`src/hw/rtl/sjft_pkg.sv`:
```
// Shared constants, payload types and controller/datapath command types
// for the shortest-job-first timing block. No dependencies.
`timescale 1ns / 1ps

package sjft_pkg;

    localparam int MAX_JOBS = 16;
    localparam int TAG_W    = 8;
    localparam int BURST_W  = 16;
    localparam int TIME_W   = 20;
    localparam int AVG_W    = 28;
    localparam int FRAC_W   = 8;

    localparam int CNT_W  = $clog2(MAX_JOBS + 1);
    localparam int IDX_W  = (MAX_JOBS > 1) ? $clog2(MAX_JOBS) : 1;
    localparam int ELAP_W = (BURST_W + CNT_W > TIME_W) ? (BURST_W + CNT_W) : TIME_W;
    localparam int SUM_W  = ELAP_W + CNT_W;
    localparam int DIVD_W = SUM_W + FRAC_W;
    localparam int DCNT_W = $clog2(DIVD_W + 1);
    localparam int ENT_W  = TAG_W + BURST_W;

    localparam logic [1:0] WR_IN  = 2'd0;
    localparam logic [1:0] WR_RD  = 2'd1;
    localparam logic [1:0] WR_KEY = 2'd2;

    typedef struct packed {
        logic [TAG_W-1:0]   job_tag;
        logic [BURST_W-1:0] job_burst;
        logic               final_job;
    } t_in;

    typedef struct packed {
        logic [TAG_W-1:0]   out_tag;
        logic [BURST_W-1:0] out_burst;
        logic [TIME_W-1:0]  wait_time;
        logic [TIME_W-1:0]  turnaround;
        logic [AVG_W-1:0]   avg_wait;
        logic [AVG_W-1:0]   avg_turnaround;
        logic               last_result;
    } t_out;

    typedef struct packed {
        logic [TAG_W-1:0]   tag;
        logic [BURST_W-1:0] burst;
    } t_entry;

    typedef struct packed {
        logic [IDX_W-1:0] rd_addr;
        logic             wr_en;
        logic [IDX_W-1:0] wr_addr;
        logic [1:0]       wr_sel;
        logic             key_ld;
        logic             sum_clr;
        logic             sum_acc;
        logic             elap_clr;
        logic             div_start;
        logic             out_ld;
        logic             out_last;
    } t_cmd;

    typedef struct packed {
        logic gt;
        logic div_done;
        logic out_taken;
    } t_sts;

endpackage

```
`src/hw/rtl/sjft_ram.sv`:
```
// Generic single-write, single-read RAM with registered read data.
// No dependencies.
`timescale 1ns / 1ps

module sjft_ram #(
    parameter int WIDTH = 8,
    parameter int DEPTH = 16,
    parameter int AW    = (DEPTH > 1) ? $clog2(DEPTH) : 1
) (
    input  logic             i_clk,
    input  logic             i_we,
    input  logic [AW-1:0]    i_waddr,
    input  logic [WIDTH-1:0] i_wdata,
    input  logic [AW-1:0]    i_raddr,
    output logic [WIDTH-1:0] o_rdata
);

    logic [WIDTH-1:0] r_mem [DEPTH];
    logic [WIDTH-1:0] r_rdata;

    always_ff @(posedge i_clk) begin
        if (i_we) begin
            r_mem[i_waddr] <= i_wdata;
        end
        r_rdata <= r_mem[i_raddr];
    end

    assign o_rdata = r_rdata;

endmodule

```
`src/hw/rtl/sjft_div.sv`:
```
// Restoring divider, one quotient bit per cycle, for the fixed-point averages.
// Depends on sjft_pkg.
`timescale 1ns / 1ps

module sjft_div (
    input  logic                      i_clk,
    input  logic                      i_rst_n,
    input  logic                      i_start,
    input  logic [sjft_pkg::DIVD_W-1:0] i_dividend,
    input  logic [sjft_pkg::CNT_W-1:0]  i_divisor,
    output logic                      o_done,
    output logic [sjft_pkg::AVG_W-1:0]  o_quot
);
    import sjft_pkg::*;

    logic [DIVD_W-1:0] r_q;
    logic [CNT_W-1:0]  r_rem;
    logic [DCNT_W-1:0] r_cnt;
    logic              r_busy;
    logic              r_done;
    logic [CNT_W:0]    w_sh;
    logic [CNT_W:0]    w_diff;
    logic              w_ge;

    assign w_sh   = {r_rem, r_q[DIVD_W-1]};
    assign w_ge   = (w_sh >= {1'b0, i_divisor});
    assign w_diff = w_sh - {1'b0, i_divisor};

    always_ff @(posedge i_clk) begin
        if (!i_rst_n) begin
            r_busy <= 1'b0;
            r_done <= 1'b0;
            r_cnt  <= '0;
        end else if (i_start) begin
            r_busy <= 1'b1;
            r_done <= 1'b0;
            r_cnt  <= DCNT_W'(DIVD_W);
        end else if (r_busy) begin
            r_cnt <= r_cnt - 1'b1;
            if (r_cnt == DCNT_W'(1)) begin
                r_busy <= 1'b0;
                r_done <= 1'b1;
            end
        end
    end

    always_ff @(posedge i_clk) begin
        if (i_start) begin
            r_q   <= i_dividend;
            r_rem <= '0;
        end else if (r_busy) begin
            r_q   <= {r_q[DIVD_W-2:0], w_ge};
            r_rem <= w_ge ? w_diff[CNT_W-1:0] : w_sh[CNT_W-1:0];
        end
    end

    assign o_done = r_done;
    assign o_quot = r_q[AVG_W-1:0];

endmodule

```
`src/hw/rtl/sjft_dp.sv`:
```
// Datapath: job store, sort key, running sums, average dividers, result register.
// Depends on sjft_pkg, sjft_ram, sjft_div.
`timescale 1ns / 1ps

module sjft_dp (
    input  logic                    i_clk,
    input  logic                    i_rst_n,
    input  sjft_pkg::t_in           i_in_data,
    input  logic [sjft_pkg::CNT_W-1:0] i_count,
    input  sjft_pkg::t_cmd          i_cmd,
    output sjft_pkg::t_sts          o_sts,
    output logic                    o_out_valid,
    input  logic                    i_out_ready,
    output sjft_pkg::t_out          o_out_data
);
    import sjft_pkg::*;

    t_entry            w_rdata;
    logic [ENT_W-1:0]  w_rdata_raw;
    t_entry            w_wdata;
    t_entry            r_key;
    logic [ELAP_W-1:0] r_elap;
    logic [ELAP_W-1:0] w_elap_nx;
    logic [SUM_W-1:0]  r_wsum;
    logic [SUM_W-1:0]  w_tsum;
    logic              w_wdone;
    logic              w_tdone;
    logic [AVG_W-1:0]  w_wavg;
    logic [AVG_W-1:0]  w_tavg;
    t_out              r_out;
    logic              r_out_valid;

    always_comb begin
        case (i_cmd.wr_sel)
            WR_IN:   w_wdata = '{tag: i_in_data.job_tag, burst: i_in_data.job_burst};
            WR_RD:   w_wdata = w_rdata;
            WR_KEY:  w_wdata = r_key;
            default: w_wdata = w_rdata;
        endcase
    end

    sjft_ram #(.WIDTH(ENT_W), .DEPTH(MAX_JOBS), .AW(IDX_W)) u_store (
        .i_clk   (i_clk),
        .i_we    (i_cmd.wr_en),
        .i_waddr (i_cmd.wr_addr),
        .i_wdata (w_wdata),
        .i_raddr (i_cmd.rd_addr),
        .o_rdata (w_rdata_raw)
    );
    assign w_rdata = w_rdata_raw;

    assign w_elap_nx = r_elap + ELAP_W'(w_rdata.burst);
    assign w_tsum    = r_wsum + SUM_W'(r_elap);

    always_ff @(posedge i_clk) begin
        if (i_cmd.key_ld) begin
            r_key <= w_rdata;
        end
        if (i_cmd.sum_clr || i_cmd.elap_clr) begin
            r_elap <= '0;
        end else if (i_cmd.sum_acc || i_cmd.out_ld) begin
            r_elap <= w_elap_nx;
        end
        if (i_cmd.sum_clr) begin
            r_wsum <= '0;
        end else if (i_cmd.sum_acc) begin
            r_wsum <= r_wsum + SUM_W'(r_elap);
        end
    end

    // total turnaround = total wait + final elapsed time
    sjft_div u_div_wait (
        .i_clk      (i_clk),
        .i_rst_n    (i_rst_n),
        .i_start    (i_cmd.div_start),
        .i_dividend ({r_wsum, FRAC_W'(0)}),
        .i_divisor  (i_count),
        .o_done     (w_wdone),
        .o_quot     (w_wavg)
    );

    sjft_div u_div_turn (
        .i_clk      (i_clk),
        .i_rst_n    (i_rst_n),
        .i_start    (i_cmd.div_start),
        .i_dividend ({w_tsum, FRAC_W'(0)}),
        .i_divisor  (i_count),
        .o_done     (w_tdone),
        .o_quot     (w_tavg)
    );

    always_ff @(posedge i_clk) begin
        if (!i_rst_n) begin
            r_out_valid <= 1'b0;
        end else if (i_cmd.out_ld) begin
            r_out_valid <= 1'b1;
        end else if (i_out_ready) begin
            r_out_valid <= 1'b0;
        end
    end

    always_ff @(posedge i_clk) begin
        if (i_cmd.out_ld) begin
            r_out.out_tag        <= w_rdata.tag;
            r_out.out_burst      <= w_rdata.burst;
            r_out.wait_time      <= r_elap[TIME_W-1:0];
            r_out.turnaround     <= w_elap_nx[TIME_W-1:0];
            r_out.avg_wait       <= i_cmd.out_last ? w_wavg : '0;
            r_out.avg_turnaround <= i_cmd.out_last ? w_tavg : '0;
            r_out.last_result    <= i_cmd.out_last;
        end
    end

    assign o_sts.gt        = (w_rdata.burst > r_key.burst);
    assign o_sts.div_done  = w_wdone & w_tdone;
    assign o_sts.out_taken = r_out_valid & i_out_ready;

    assign o_out_valid = r_out_valid;
    assign o_out_data  = r_out;

endmodule

```
`src/hw/rtl/sjft_ctrl.sv`:
```
// Controller: load, insertion sort, sum pass, divide and emit sequencing.
// Depends on sjft_pkg.
`timescale 1ns / 1ps

module sjft_ctrl (
    input  logic                    i_clk,
    input  logic                    i_rst_n,
    input  logic                    i_in_valid,
    input  logic                    i_final,
    output logic                    o_in_ready,
    output logic [sjft_pkg::CNT_W-1:0] o_count,
    output sjft_pkg::t_cmd          o_cmd,
    input  sjft_pkg::t_sts          i_sts
);
    import sjft_pkg::*;

    localparam logic [3:0] S_LOAD = 4'd0;
    localparam logic [3:0] S_SI   = 4'd1;
    localparam logic [3:0] S_SK   = 4'd2;
    localparam logic [3:0] S_SC   = 4'd3;
    localparam logic [3:0] S_SW   = 4'd4;
    localparam logic [3:0] S_UR   = 4'd5;
    localparam logic [3:0] S_UA   = 4'd6;
    localparam logic [3:0] S_DS   = 4'd7;
    localparam logic [3:0] S_DW   = 4'd8;
    localparam logic [3:0] S_ER   = 4'd9;
    localparam logic [3:0] S_EL   = 4'd10;
    localparam logic [3:0] S_EW   = 4'd11;

    logic [3:0]       r_state, n_state;
    logic [CNT_W-1:0] r_cnt, n_cnt;
    logic [CNT_W-1:0] r_i, n_i;
    logic [CNT_W-1:0] r_j, n_j;
    logic [CNT_W-1:0] r_k, n_k;
    logic [CNT_W-1:0] w_cnt_inc;
    logic [CNT_W-1:0] w_k_inc;
    logic             w_k_last;
    t_cmd             w_cmd;

    assign w_cnt_inc = r_cnt + 1'b1;
    assign w_k_inc   = r_k + 1'b1;
    assign w_k_last  = (w_k_inc == r_cnt);

    always_comb begin
        n_state = r_state;
        n_cnt   = r_cnt;
        n_i     = r_i;
        n_j     = r_j;
        n_k     = r_k;
        w_cmd   = '0;
        w_cmd.wr_sel = WR_IN;
        case (r_state)
            S_LOAD: begin
                if (i_in_valid) begin
                    w_cmd.wr_en   = 1'b1;
                    w_cmd.wr_addr = IDX_W'(r_cnt);
                    w_cmd.wr_sel  = WR_IN;
                    n_cnt = w_cnt_inc;
                    if (i_final || (w_cnt_inc == CNT_W'(MAX_JOBS))) begin
                        n_i     = CNT_W'(1);
                        n_state = S_SI;
                    end
                end
            end
            S_SI: begin
                if (r_i >= r_cnt) begin
                    n_state = S_UR;
                end else begin
                    w_cmd.rd_addr = IDX_W'(r_i);
                    n_state = S_SK;
                end
            end
            S_SK: begin
                w_cmd.key_ld  = 1'b1;
                w_cmd.rd_addr = IDX_W'(r_i - 1'b1);
                n_j     = r_i;
                n_state = S_SC;
            end
            S_SC: begin
                w_cmd.wr_en   = 1'b1;
                w_cmd.wr_addr = IDX_W'(r_j);
                if (i_sts.gt) begin
                    w_cmd.wr_sel = WR_RD;
                    n_j = r_j - 1'b1;
                    if (r_j == CNT_W'(1)) begin
                        n_state = S_SW;
                    end else begin
                        w_cmd.rd_addr = IDX_W'(r_j - CNT_W'(2));
                    end
                end else begin
                    w_cmd.wr_sel = WR_KEY;
                    n_i     = r_i + 1'b1;
                    n_state = S_SI;
                end
            end
            S_SW: begin
                w_cmd.wr_en   = 1'b1;
                w_cmd.wr_addr = IDX_W'(r_j);
                w_cmd.wr_sel  = WR_KEY;
                n_i     = r_i + 1'b1;
                n_state = S_SI;
            end
            S_UR: begin
                w_cmd.sum_clr = 1'b1;
                w_cmd.rd_addr = '0;
                n_k     = '0;
                n_state = S_UA;
            end
            S_UA: begin
                w_cmd.sum_acc = 1'b1;
                n_k = w_k_inc;
                if (w_k_last) begin
                    n_state = S_DS;
                end else begin
                    w_cmd.rd_addr = IDX_W'(w_k_inc);
                end
            end
            S_DS: begin
                w_cmd.div_start = 1'b1;
                n_state = S_DW;
            end
            S_DW: begin
                if (i_sts.div_done) begin
                    n_state = S_ER;
                end
            end
            S_ER: begin
                w_cmd.elap_clr = 1'b1;
                w_cmd.rd_addr  = '0;
                n_k     = '0;
                n_state = S_EL;
            end
            S_EL: begin
                w_cmd.out_ld   = 1'b1;
                w_cmd.out_last = w_k_last;
                n_state = S_EW;
            end
            S_EW: begin
                if (i_sts.out_taken) begin
                    if (w_k_last) begin
                        n_cnt   = '0;
                        n_state = S_LOAD;
                    end else begin
                        w_cmd.rd_addr = IDX_W'(w_k_inc);
                        n_k     = w_k_inc;
                        n_state = S_EL;
                    end
                end
            end
            default: begin
                n_cnt   = '0;
                n_state = S_LOAD;
            end
        endcase
    end

    always_ff @(posedge i_clk) begin
        if (!i_rst_n) begin
            r_state <= S_LOAD;
            r_cnt   <= '0;
            r_i     <= '0;
            r_j     <= '0;
            r_k     <= '0;
        end else begin
            r_state <= n_state;
            r_cnt   <= n_cnt;
            r_i     <= n_i;
            r_j     <= n_j;
            r_k     <= n_k;
        end
    end

    assign o_in_ready = (r_state == S_LOAD);
    assign o_count    = r_cnt;
    assign o_cmd      = w_cmd;

endmodule

```
`src/hw/rtl/shortest_job_first_timing_top.sv`:
```
// Non-preemptive shortest-job-first timing block.
// Input channel: one request per job (tag, burst, final flag), valid/ready.
// Output channel: one result per job in ascending burst order (ties keep
// arrival order) with wait and turnaround times; the last result of a set
// carries both averages with 8 fraction bits, truncated.
// Loading accepts one request per cycle; a set ends on the final flag or when
// MAX_JOBS requests are stored. While a set is processed, in_ready is low.
// Processing of n jobs runs these steps in order, paced by the job store's one
// read port and the bit-serial dividers:
//   sort: insertion of each job after the first, with one store write per
//         shifted entry (at most n(n-1)/2 shifts),
//   sums: one pass over the sorted store, averages: both dividers together,
//   emit: a setup step, then one result at a time while the receiver is
//         ready; a stalled result is held in the output register until taken.
// In_ready returns the cycle after the last result is taken.
// Reset (synchronous, active low) empties the set and drops any pending result.
// Depends on sjft_pkg, sjft_ctrl, sjft_dp.
`timescale 1ns / 1ps

module shortest_job_first_timing_top (
    input  logic           i_clk,
    input  logic           i_rst_n,
    input  logic           i_in_valid,
    output logic           o_in_ready,
    input  sjft_pkg::t_in  i_in_data,
    output logic           o_out_valid,
    input  logic           i_out_ready,
    output sjft_pkg::t_out o_out_data
);
    import sjft_pkg::*;

    t_cmd             w_cmd;
    t_sts             w_sts;
    logic [CNT_W-1:0] w_count;

    sjft_ctrl u_ctrl (
        .i_clk      (i_clk),
        .i_rst_n    (i_rst_n),
        .i_in_valid (i_in_valid),
        .i_final    (i_in_data.final_job),
        .o_in_ready (o_in_ready),
        .o_count    (w_count),
        .o_cmd      (w_cmd),
        .i_sts      (w_sts)
    );

    sjft_dp u_dp (
        .i_clk       (i_clk),
        .i_rst_n     (i_rst_n),
        .i_in_data   (i_in_data),
        .i_count     (w_count),
        .i_cmd       (w_cmd),
        .o_sts       (w_sts),
        .o_out_valid (o_out_valid),
        .i_out_ready (i_out_ready),
        .o_out_data  (o_out_data)
    );

    a_no_overlap: assert property (@(posedge i_clk) disable iff (!i_rst_n)
        !(o_out_valid && o_in_ready))
        else $error("result pending while accepting requests");

    a_turn_sum: assert property (@(posedge i_clk) disable iff (!i_rst_n)
        o_out_valid |-> (o_out_data.turnaround ==
            TIME_W'(o_out_data.wait_time + TIME_W'(o_out_data.out_burst))))
        else $error("turnaround differs from wait plus burst");

    a_avg_zero: assert property (@(posedge i_clk) disable iff (!i_rst_n)
        (o_out_valid && !o_out_data.last_result) |->
            (o_out_data.avg_wait == '0 && o_out_data.avg_turnaround == '0))
        else $error("averages nonzero before last result");

    a_back_to_load: assert property (@(posedge i_clk) disable iff (!i_rst_n)
        (o_out_valid && i_out_ready && o_out_data.last_result) |=> o_in_ready)
        else $error("not ready for a new set after last result");

    a_no_div_during_emit: assert property (@(posedge i_clk) disable iff (!i_rst_n)
        w_cmd.out_ld |-> w_sts.div_done)
        else $error("result loaded before averages finished");

endmodule

```
`config.mk`:
```
export PLATFORM = sky130hd
export DESIGN_NAME = shortest_job_first_timing_top
export DESIGN_NICKNAME = d
export VERILOG_FILES = /design/src/hw/rtl/sjft_pkg.sv /design/src/hw/rtl/sjft_ram.sv /design/src/hw/rtl/sjft_div.sv /design/src/hw/rtl/sjft_dp.sv /design/src/hw/rtl/sjft_ctrl.sv /design/src/hw/rtl/shortest_job_first_timing_top.sv
export SDC_FILE = /design/constraint.sdc
export NUM_CORES = 1
export LEC_CHECK = 0
export BUFFER_PORTS_ARGS = -buffer_cell sky130_fd_sc_hd__clkbuf_2
export CORE_ASPECT_RATIO = 0.5
export CORE_MARGIN = 2
export CORE_UTILIZATION = 45
export DETAILED_ROUTE_END_ITERATION = 10
export GPL_ROUTABILITY_DRIVEN = 0
export PLACE_DENSITY = 0.66
export SLEW_MARGIN = 30
export SYNTH_ARGS = -nofsm -noshare
export SYNTH_HDL_FRONTEND = slang
export SYNTH_HIERARCHICAL = 1
export SYNTH_SLANG_ARGS = --single-unit
```
`constraint.sdc`:
```
create_clock -name i_clk -period 8 [get_ports i_clk]
set_clock_uncertainty 0.2 [all_clocks]
set_input_delay 1.6 -clock i_clk [delete_from_list [all_inputs] [get_ports i_clk]]
set_output_delay 1.6 -clock i_clk [all_outputs]
set_load 0.05 [all_outputs]
```
==> run summary <==
CLOCKING
-----------------------------------------------------------------------------------------------------
Post-cts sizing count ..................................................................            0
Maximum buffer depth of the clock tree .................................................            3
CTS tree ...............................................................................         done
Clk sinks ..............................................................................          719
H-tree levels ..........................................................................            3
CTS Buf Count ..........................................................................           67
Clock root buffer master ............................................................... sky130_fd_sc_hd__clkbuf_16
Clock slew at reported path FFs ........................................................      0.07 ns
Clk Latency, worst-skew pair ...........................................................      0.63 ns
Post-CTS setup buffers .................................................................            0
# hold bufs at CTS .....................................................................            0

SYNTHESIS
-----------------------------------------------------------------------------------------------------
Xor/xnor share of the synthesized area .................................................       1.820%
Number of register bits inferred by synthesis ..........................................          719
Area contributors post-synth ........................................................... sky130_fd_sc_hd__edfxtp_1 57%, sky130_fd_sc_hd__dfxtp_1 7.8%, sky130_fd_sc_hd__mux4_2 6.9%, sky130_fd_sc_hd__ha_1 3.2%, sky130_fd_sc_hd__mux2_2 2.5%
Most numerous cell in the Yosys netlist ................................................ sky130_fd_sc_hd__edfxtp_1
Proportion of register bits with asynchronous set or reset after synthesis .............           0%
Leading area contributor after synthesis ............................................... sky130_fd_sc_hd__edfxtp_1
Main combinational cell family by area after synthesis ................................. multiplexers
Basic-gate share of the synthesized area counting and, or, nand and nor cells ..........       7.913%
Top cells by count, synth .............................................................. 597 x sky130_fd_sc_hd__edfxtp_1, 132 x sky130_fd_sc_hd__nand2_1, 122 x sky130_fd_sc_hd__dfxtp_1, 115 x sky130_fd_sc_hd__nor2_1, 96 x sky130_fd_sc_hd__mux4_2
Multiplexer share of the synthesized area ..............................................       10.56%
Predominant post-synthesis flop cell ................................................... sky130_fd_sc_hd__edfxtp_1
Area fraction in compound gates after synthesis ........................................       7.845%
Number of instances in the synthesized netlist .........................................         2137
Number of enable-type register cells in the synthesized netlist ........................          597
Post-Syn Area per Cell .................................................................    14.70 µm²
Number of warnings reported in the yosys synthesis log .................................            6
Yosys cell types .......................................................................           94
Post-synthesis share of cell area spent on full adders, half adders and majority gates .       3.441%
Syn Std Cell Area ......................................................................    31420 µm²
Share of Yosys cell area claimed by the top area cell type .............................       57.06%
Register area share after synthesis ....................................................       64.83%

FINAL LAYOUT
-----------------------------------------------------------------------------------------------------
Area grow syn2layout ...................................................................       12.77%
Final layout net count .................................................................         2388
Antenna diode count ....................................................................            0
Share of final-layout standard cells stronger than drive strength 1 ....................       23.01%

WORST SETUP PATH
-----------------------------------------------------------------------------------------------------
Data required time at the worst endpoint ...............................................      8.30 ns
Biggest fanout along the worst timing path .............................................           54
Arrival @ worst endpoint ...............................................................      4.86 ns
Type of origin of the critical path ....................................................    flip-flop
Endpoint kind of the worst setup timing path ...........................................    flip-flop
Critical path type .....................................................................      reg2reg

TIMING
-----------------------------------------------------------------------------------------------------
Slew margin rel. .......................................................................       33.07%
Setup Total Neg Slack ..................................................................         0 ns
Setup-failing EPs final ................................................................            0
Final worst path period share ..........................................................       56.96%
Unrepaired setup endpoints after global routing ........................................           no
Worst setup margin .....................................................................     3.443 ns
Hold slack final .......................................................................    0.2711 ns
Clock period minus worst slack .........................................................     4.557 ns
Final Hold Violating Endpoints .........................................................            0
Worst-margin pin slew ..................................................................     1.002 ns
Highest clock frequency the design can meet ............................................   0.2195 GHz
Total count of max-transition violations in the final report ...........................            0

FLOORPLAN
-----------------------------------------------------------------------------------------------------
DIE WIDTH ..............................................................................     377.7 µm
Area of the core region ................................................................    69000 µm²
Chip Height ............................................................................     190.8 µm
Starting Density .......................................................................       45.54%
Placement row count ....................................................................           68
I/O pin cnt ............................................................................          152
Die footprint ..........................................................................    72080 µm²

ROUTING
-----------------------------------------------------------------------------------------------------
Remaining DRCs .........................................................................            0
Number of vias after detailed routing ..................................................       18.42k
Mean number of vias per cell ...........................................................        5.625
Final WL ...............................................................................     72800 µm
Initial DRC Count ......................................................................         1845
Detailed Routing Iterations Pass 1 .....................................................            5
Routed length per placed instance ......................................................     22.23 µm
Remaining number of nets flagged by the antenna check after routing ....................            0

PLACED DESIGN
-----------------------------------------------------------------------------------------------------
Half-perimeter wire length of the detailed placement result ............................     43820 µm
Worst-case setup slack after placement .................................................     3.042 ns
Number of I/O port buffers .............................................................          151

PWR
-----------------------------------------------------------------------------------------------------
Static Leak ............................................................................     12.20 nW
Power per cell area .................................................................... 264.8 nW/µm²
IR Drop Worst-Case VDD .................................................................    0.1577 mV

GLOBAL ROUTING
-----------------------------------------------------------------------------------------------------
Aggregate global routing overflow ......................................................            0
Initial antenna violation count ........................................................            1
Number of global-route vias before repair ..............................................       17.94k
Largest net degree at the start of global routing ......................................           97
Wire length of the first global-routing pass ...........................................    109800 µm
Total global-route track usage .........................................................       20.25%

RUN STATUS
-----------------------------------------------------------------------------------------------------
Run status .............................................................................    completed

FLOW RUN
-----------------------------------------------------------------------------------------------------
Number of maximum-capacitance constraint violations ....................................            0

WORST HOLD PATH
-----------------------------------------------------------------------------------------------------
Classification of the worst-slack hold path ............................................      reg2reg

path summary, 6_finish.rpt:
check,cells after the start,startpoint,to,slack [ns]
hold / removal,0,u_dp/u_store/o_rdata[19],u_dp/r_key[19],0.27
setup reg to reg,19,u_dp/u_store/o_rdata[0],u_dp/u_store/o_rdata[20],3.44
hold reg to reg,0,u_dp/u_store/o_rdata[19],u_dp/r_key[19],0.27
setup / recovery,19,u_dp/u_store/o_rdata[0],u_dp/u_store/o_rdata[20],3.44
worst max-delay path, cell delays in order (launching register included):
cell,delay (ns)
sky130_fd_sc_hd__dfxtp_1,0.61
sky130_fd_sc_hd__inv_1,0.09
sky130_fd_sc_hd__ha_1,0.21
sky130_fd_sc_hd__nor2b_1,0.11
sky130_fd_sc_hd__o21a_1,0.12
sky130_fd_sc_hd__o21ai_0,0.07
sky130_fd_sc_hd__nand2b_1,0.07
sky130_fd_sc_hd__a21oi_1,0.06
sky130_fd_sc_hd__o21ai_0,0.16
sky130_fd_sc_hd__a41o_1,0.27
sky130_fd_sc_hd__nand2_1,0.13
sky130_fd_sc_hd__inv_1,0.09
sky130_fd_sc_hd__nand2_1,0.12
sky130_fd_sc_hd__o22ai_1,0.15
sky130_fd_sc_hd__a31oi_1,0.09
sky130_fd_sc_hd__o21ai_4,0.36
sky130_fd_sc_hd__buf_4,0.74
sky130_fd_sc_hd__mux4_2,0.41
sky130_fd_sc_hd__a22oi_1,0.23
sky130_fd_sc_hd__nand2_1,0.08
per-layer routing:
metal	vias to the layer above	routed length [µm]	GRT usage, %	part of all wire (%)
met5	-	0	0	0
met4	0	1949	6.615	2.7
met3	121	4738	3.184	6.5
met2	613	34330	32.84	47
met1	9304	31780	28.06	44
li1	8379	-	-	-
placed cells by master, fill, tap and decap left out, types with 11 or more instances in the layout:
cell,instances
sky130_fd_sc_hd__o21ai_0,61
sky130_fd_sc_hd__a21o_1,26
sky130_fd_sc_hd__xor2_1,25
sky130_fd_sc_hd__nor3_1,16
sky130_fd_sc_hd__nand2b_1,21
sky130_fd_sc_hd__nor2b_1,21
sky130_fd_sc_hd__nand4_1,11
sky130_fd_sc_hd__nor2_2,14
sky130_fd_sc_hd__a21oi_1,80
sky130_fd_sc_hd__conb_1,16
sky130_fd_sc_hd__and2_1,65
sky130_fd_sc_hd__mux4_2,96
sky130_fd_sc_hd__edfxtp_1,597
sky130_fd_sc_hd__nand2_1,132
sky130_fd_sc_hd__dfxtp_1,122
sky130_fd_sc_hd__a22oi_1,49
sky130_fd_sc_hd__mux2i_1,38
sky130_fd_sc_hd__clkbuf_2,151
sky130_fd_sc_hd__clkbuf_16,69
sky130_fd_sc_hd__mux2_2,69
sky130_fd_sc_hd__o21a_1,14
sky130_fd_sc_hd__inv_1,64
sky130_fd_sc_hd__nor2_1,98
sky130_fd_sc_hd__ha_1,80
sky130_fd_sc_hd__a211oi_1,12
sky130_fd_sc_hd__a31oi_1,16
sky130_fd_sc_hd__clkbuf_1,18
sky130_fd_sc_hd__buf_4,49
sky130_fd_sc_hd__nand3_1,30
sky130_fd_sc_hd__xnor2_1,34
sequential cells by signal (all words and copies together) (netlist names), 4 cells and up:
signal,flops
u_dp/u_div_wait/r_cnt,6
u_dp/u_store/o_rdata,24
u_dp/u_div_turn/r_rem,5
u_dp/u_div_turn/r_q,34
u_dp/u_div_wait/r_rem,5
u_dp/u_div_wait/r_q,34
u_dp/r_wsum,26
u_ctrl/r_j,5
u_ctrl/r_state,4
u_ctrl/r_k,5
u_dp/u_store/r_mem,384
u_dp/r_elap,21
u_dp/u_div_turn/r_cnt,6
u_ctrl/o_count,5
u_dp/r_key,24
u_dp/o_out_data,121
u_ctrl/r_i,5
stage by stage:
stage	std cells	total power [mW]	util (%)	cell area [µm²]
CTS	3271	9.434	51.23	35350
detailed placement	3148	6.109	47.91	33060
floorplan	2152	5.618	-	31480
finish	3274	9.381	51.35	35430
global route	3274	9.765	51.35	35430
global placement	3148	6.085	47.91	33060
power breakdown:
part	leakage [nW]	switching [mW]	total (mW)	internal, mW
sequential	6.25	0.246	4.59	4.35
clock	1.11	1.41	3.33	1.92
combinational	4.85	0.853	1.46	0.607
logic make-up after synthesis:
logic type | after synthesis
other | 1
AOI/OAI and AO/OA | 361
DFF | 719
xor gates and xnor gates | 62
muxes | 203
and+or+nand+nor | 490
adders and majority gates | 84
buffers and inverters | 217
layout make-up:
type	count	area [µm²]
multi-input combinational	1216	10110
clock buffer	96	1918
clock inverter	27	369.1
inverter	66	247.7
sequential	719	20370
tap	945	1182
fill	5764	33570
timing repair buffer	205	1237
Note: power is estimated with default switching activity, not from simulation.
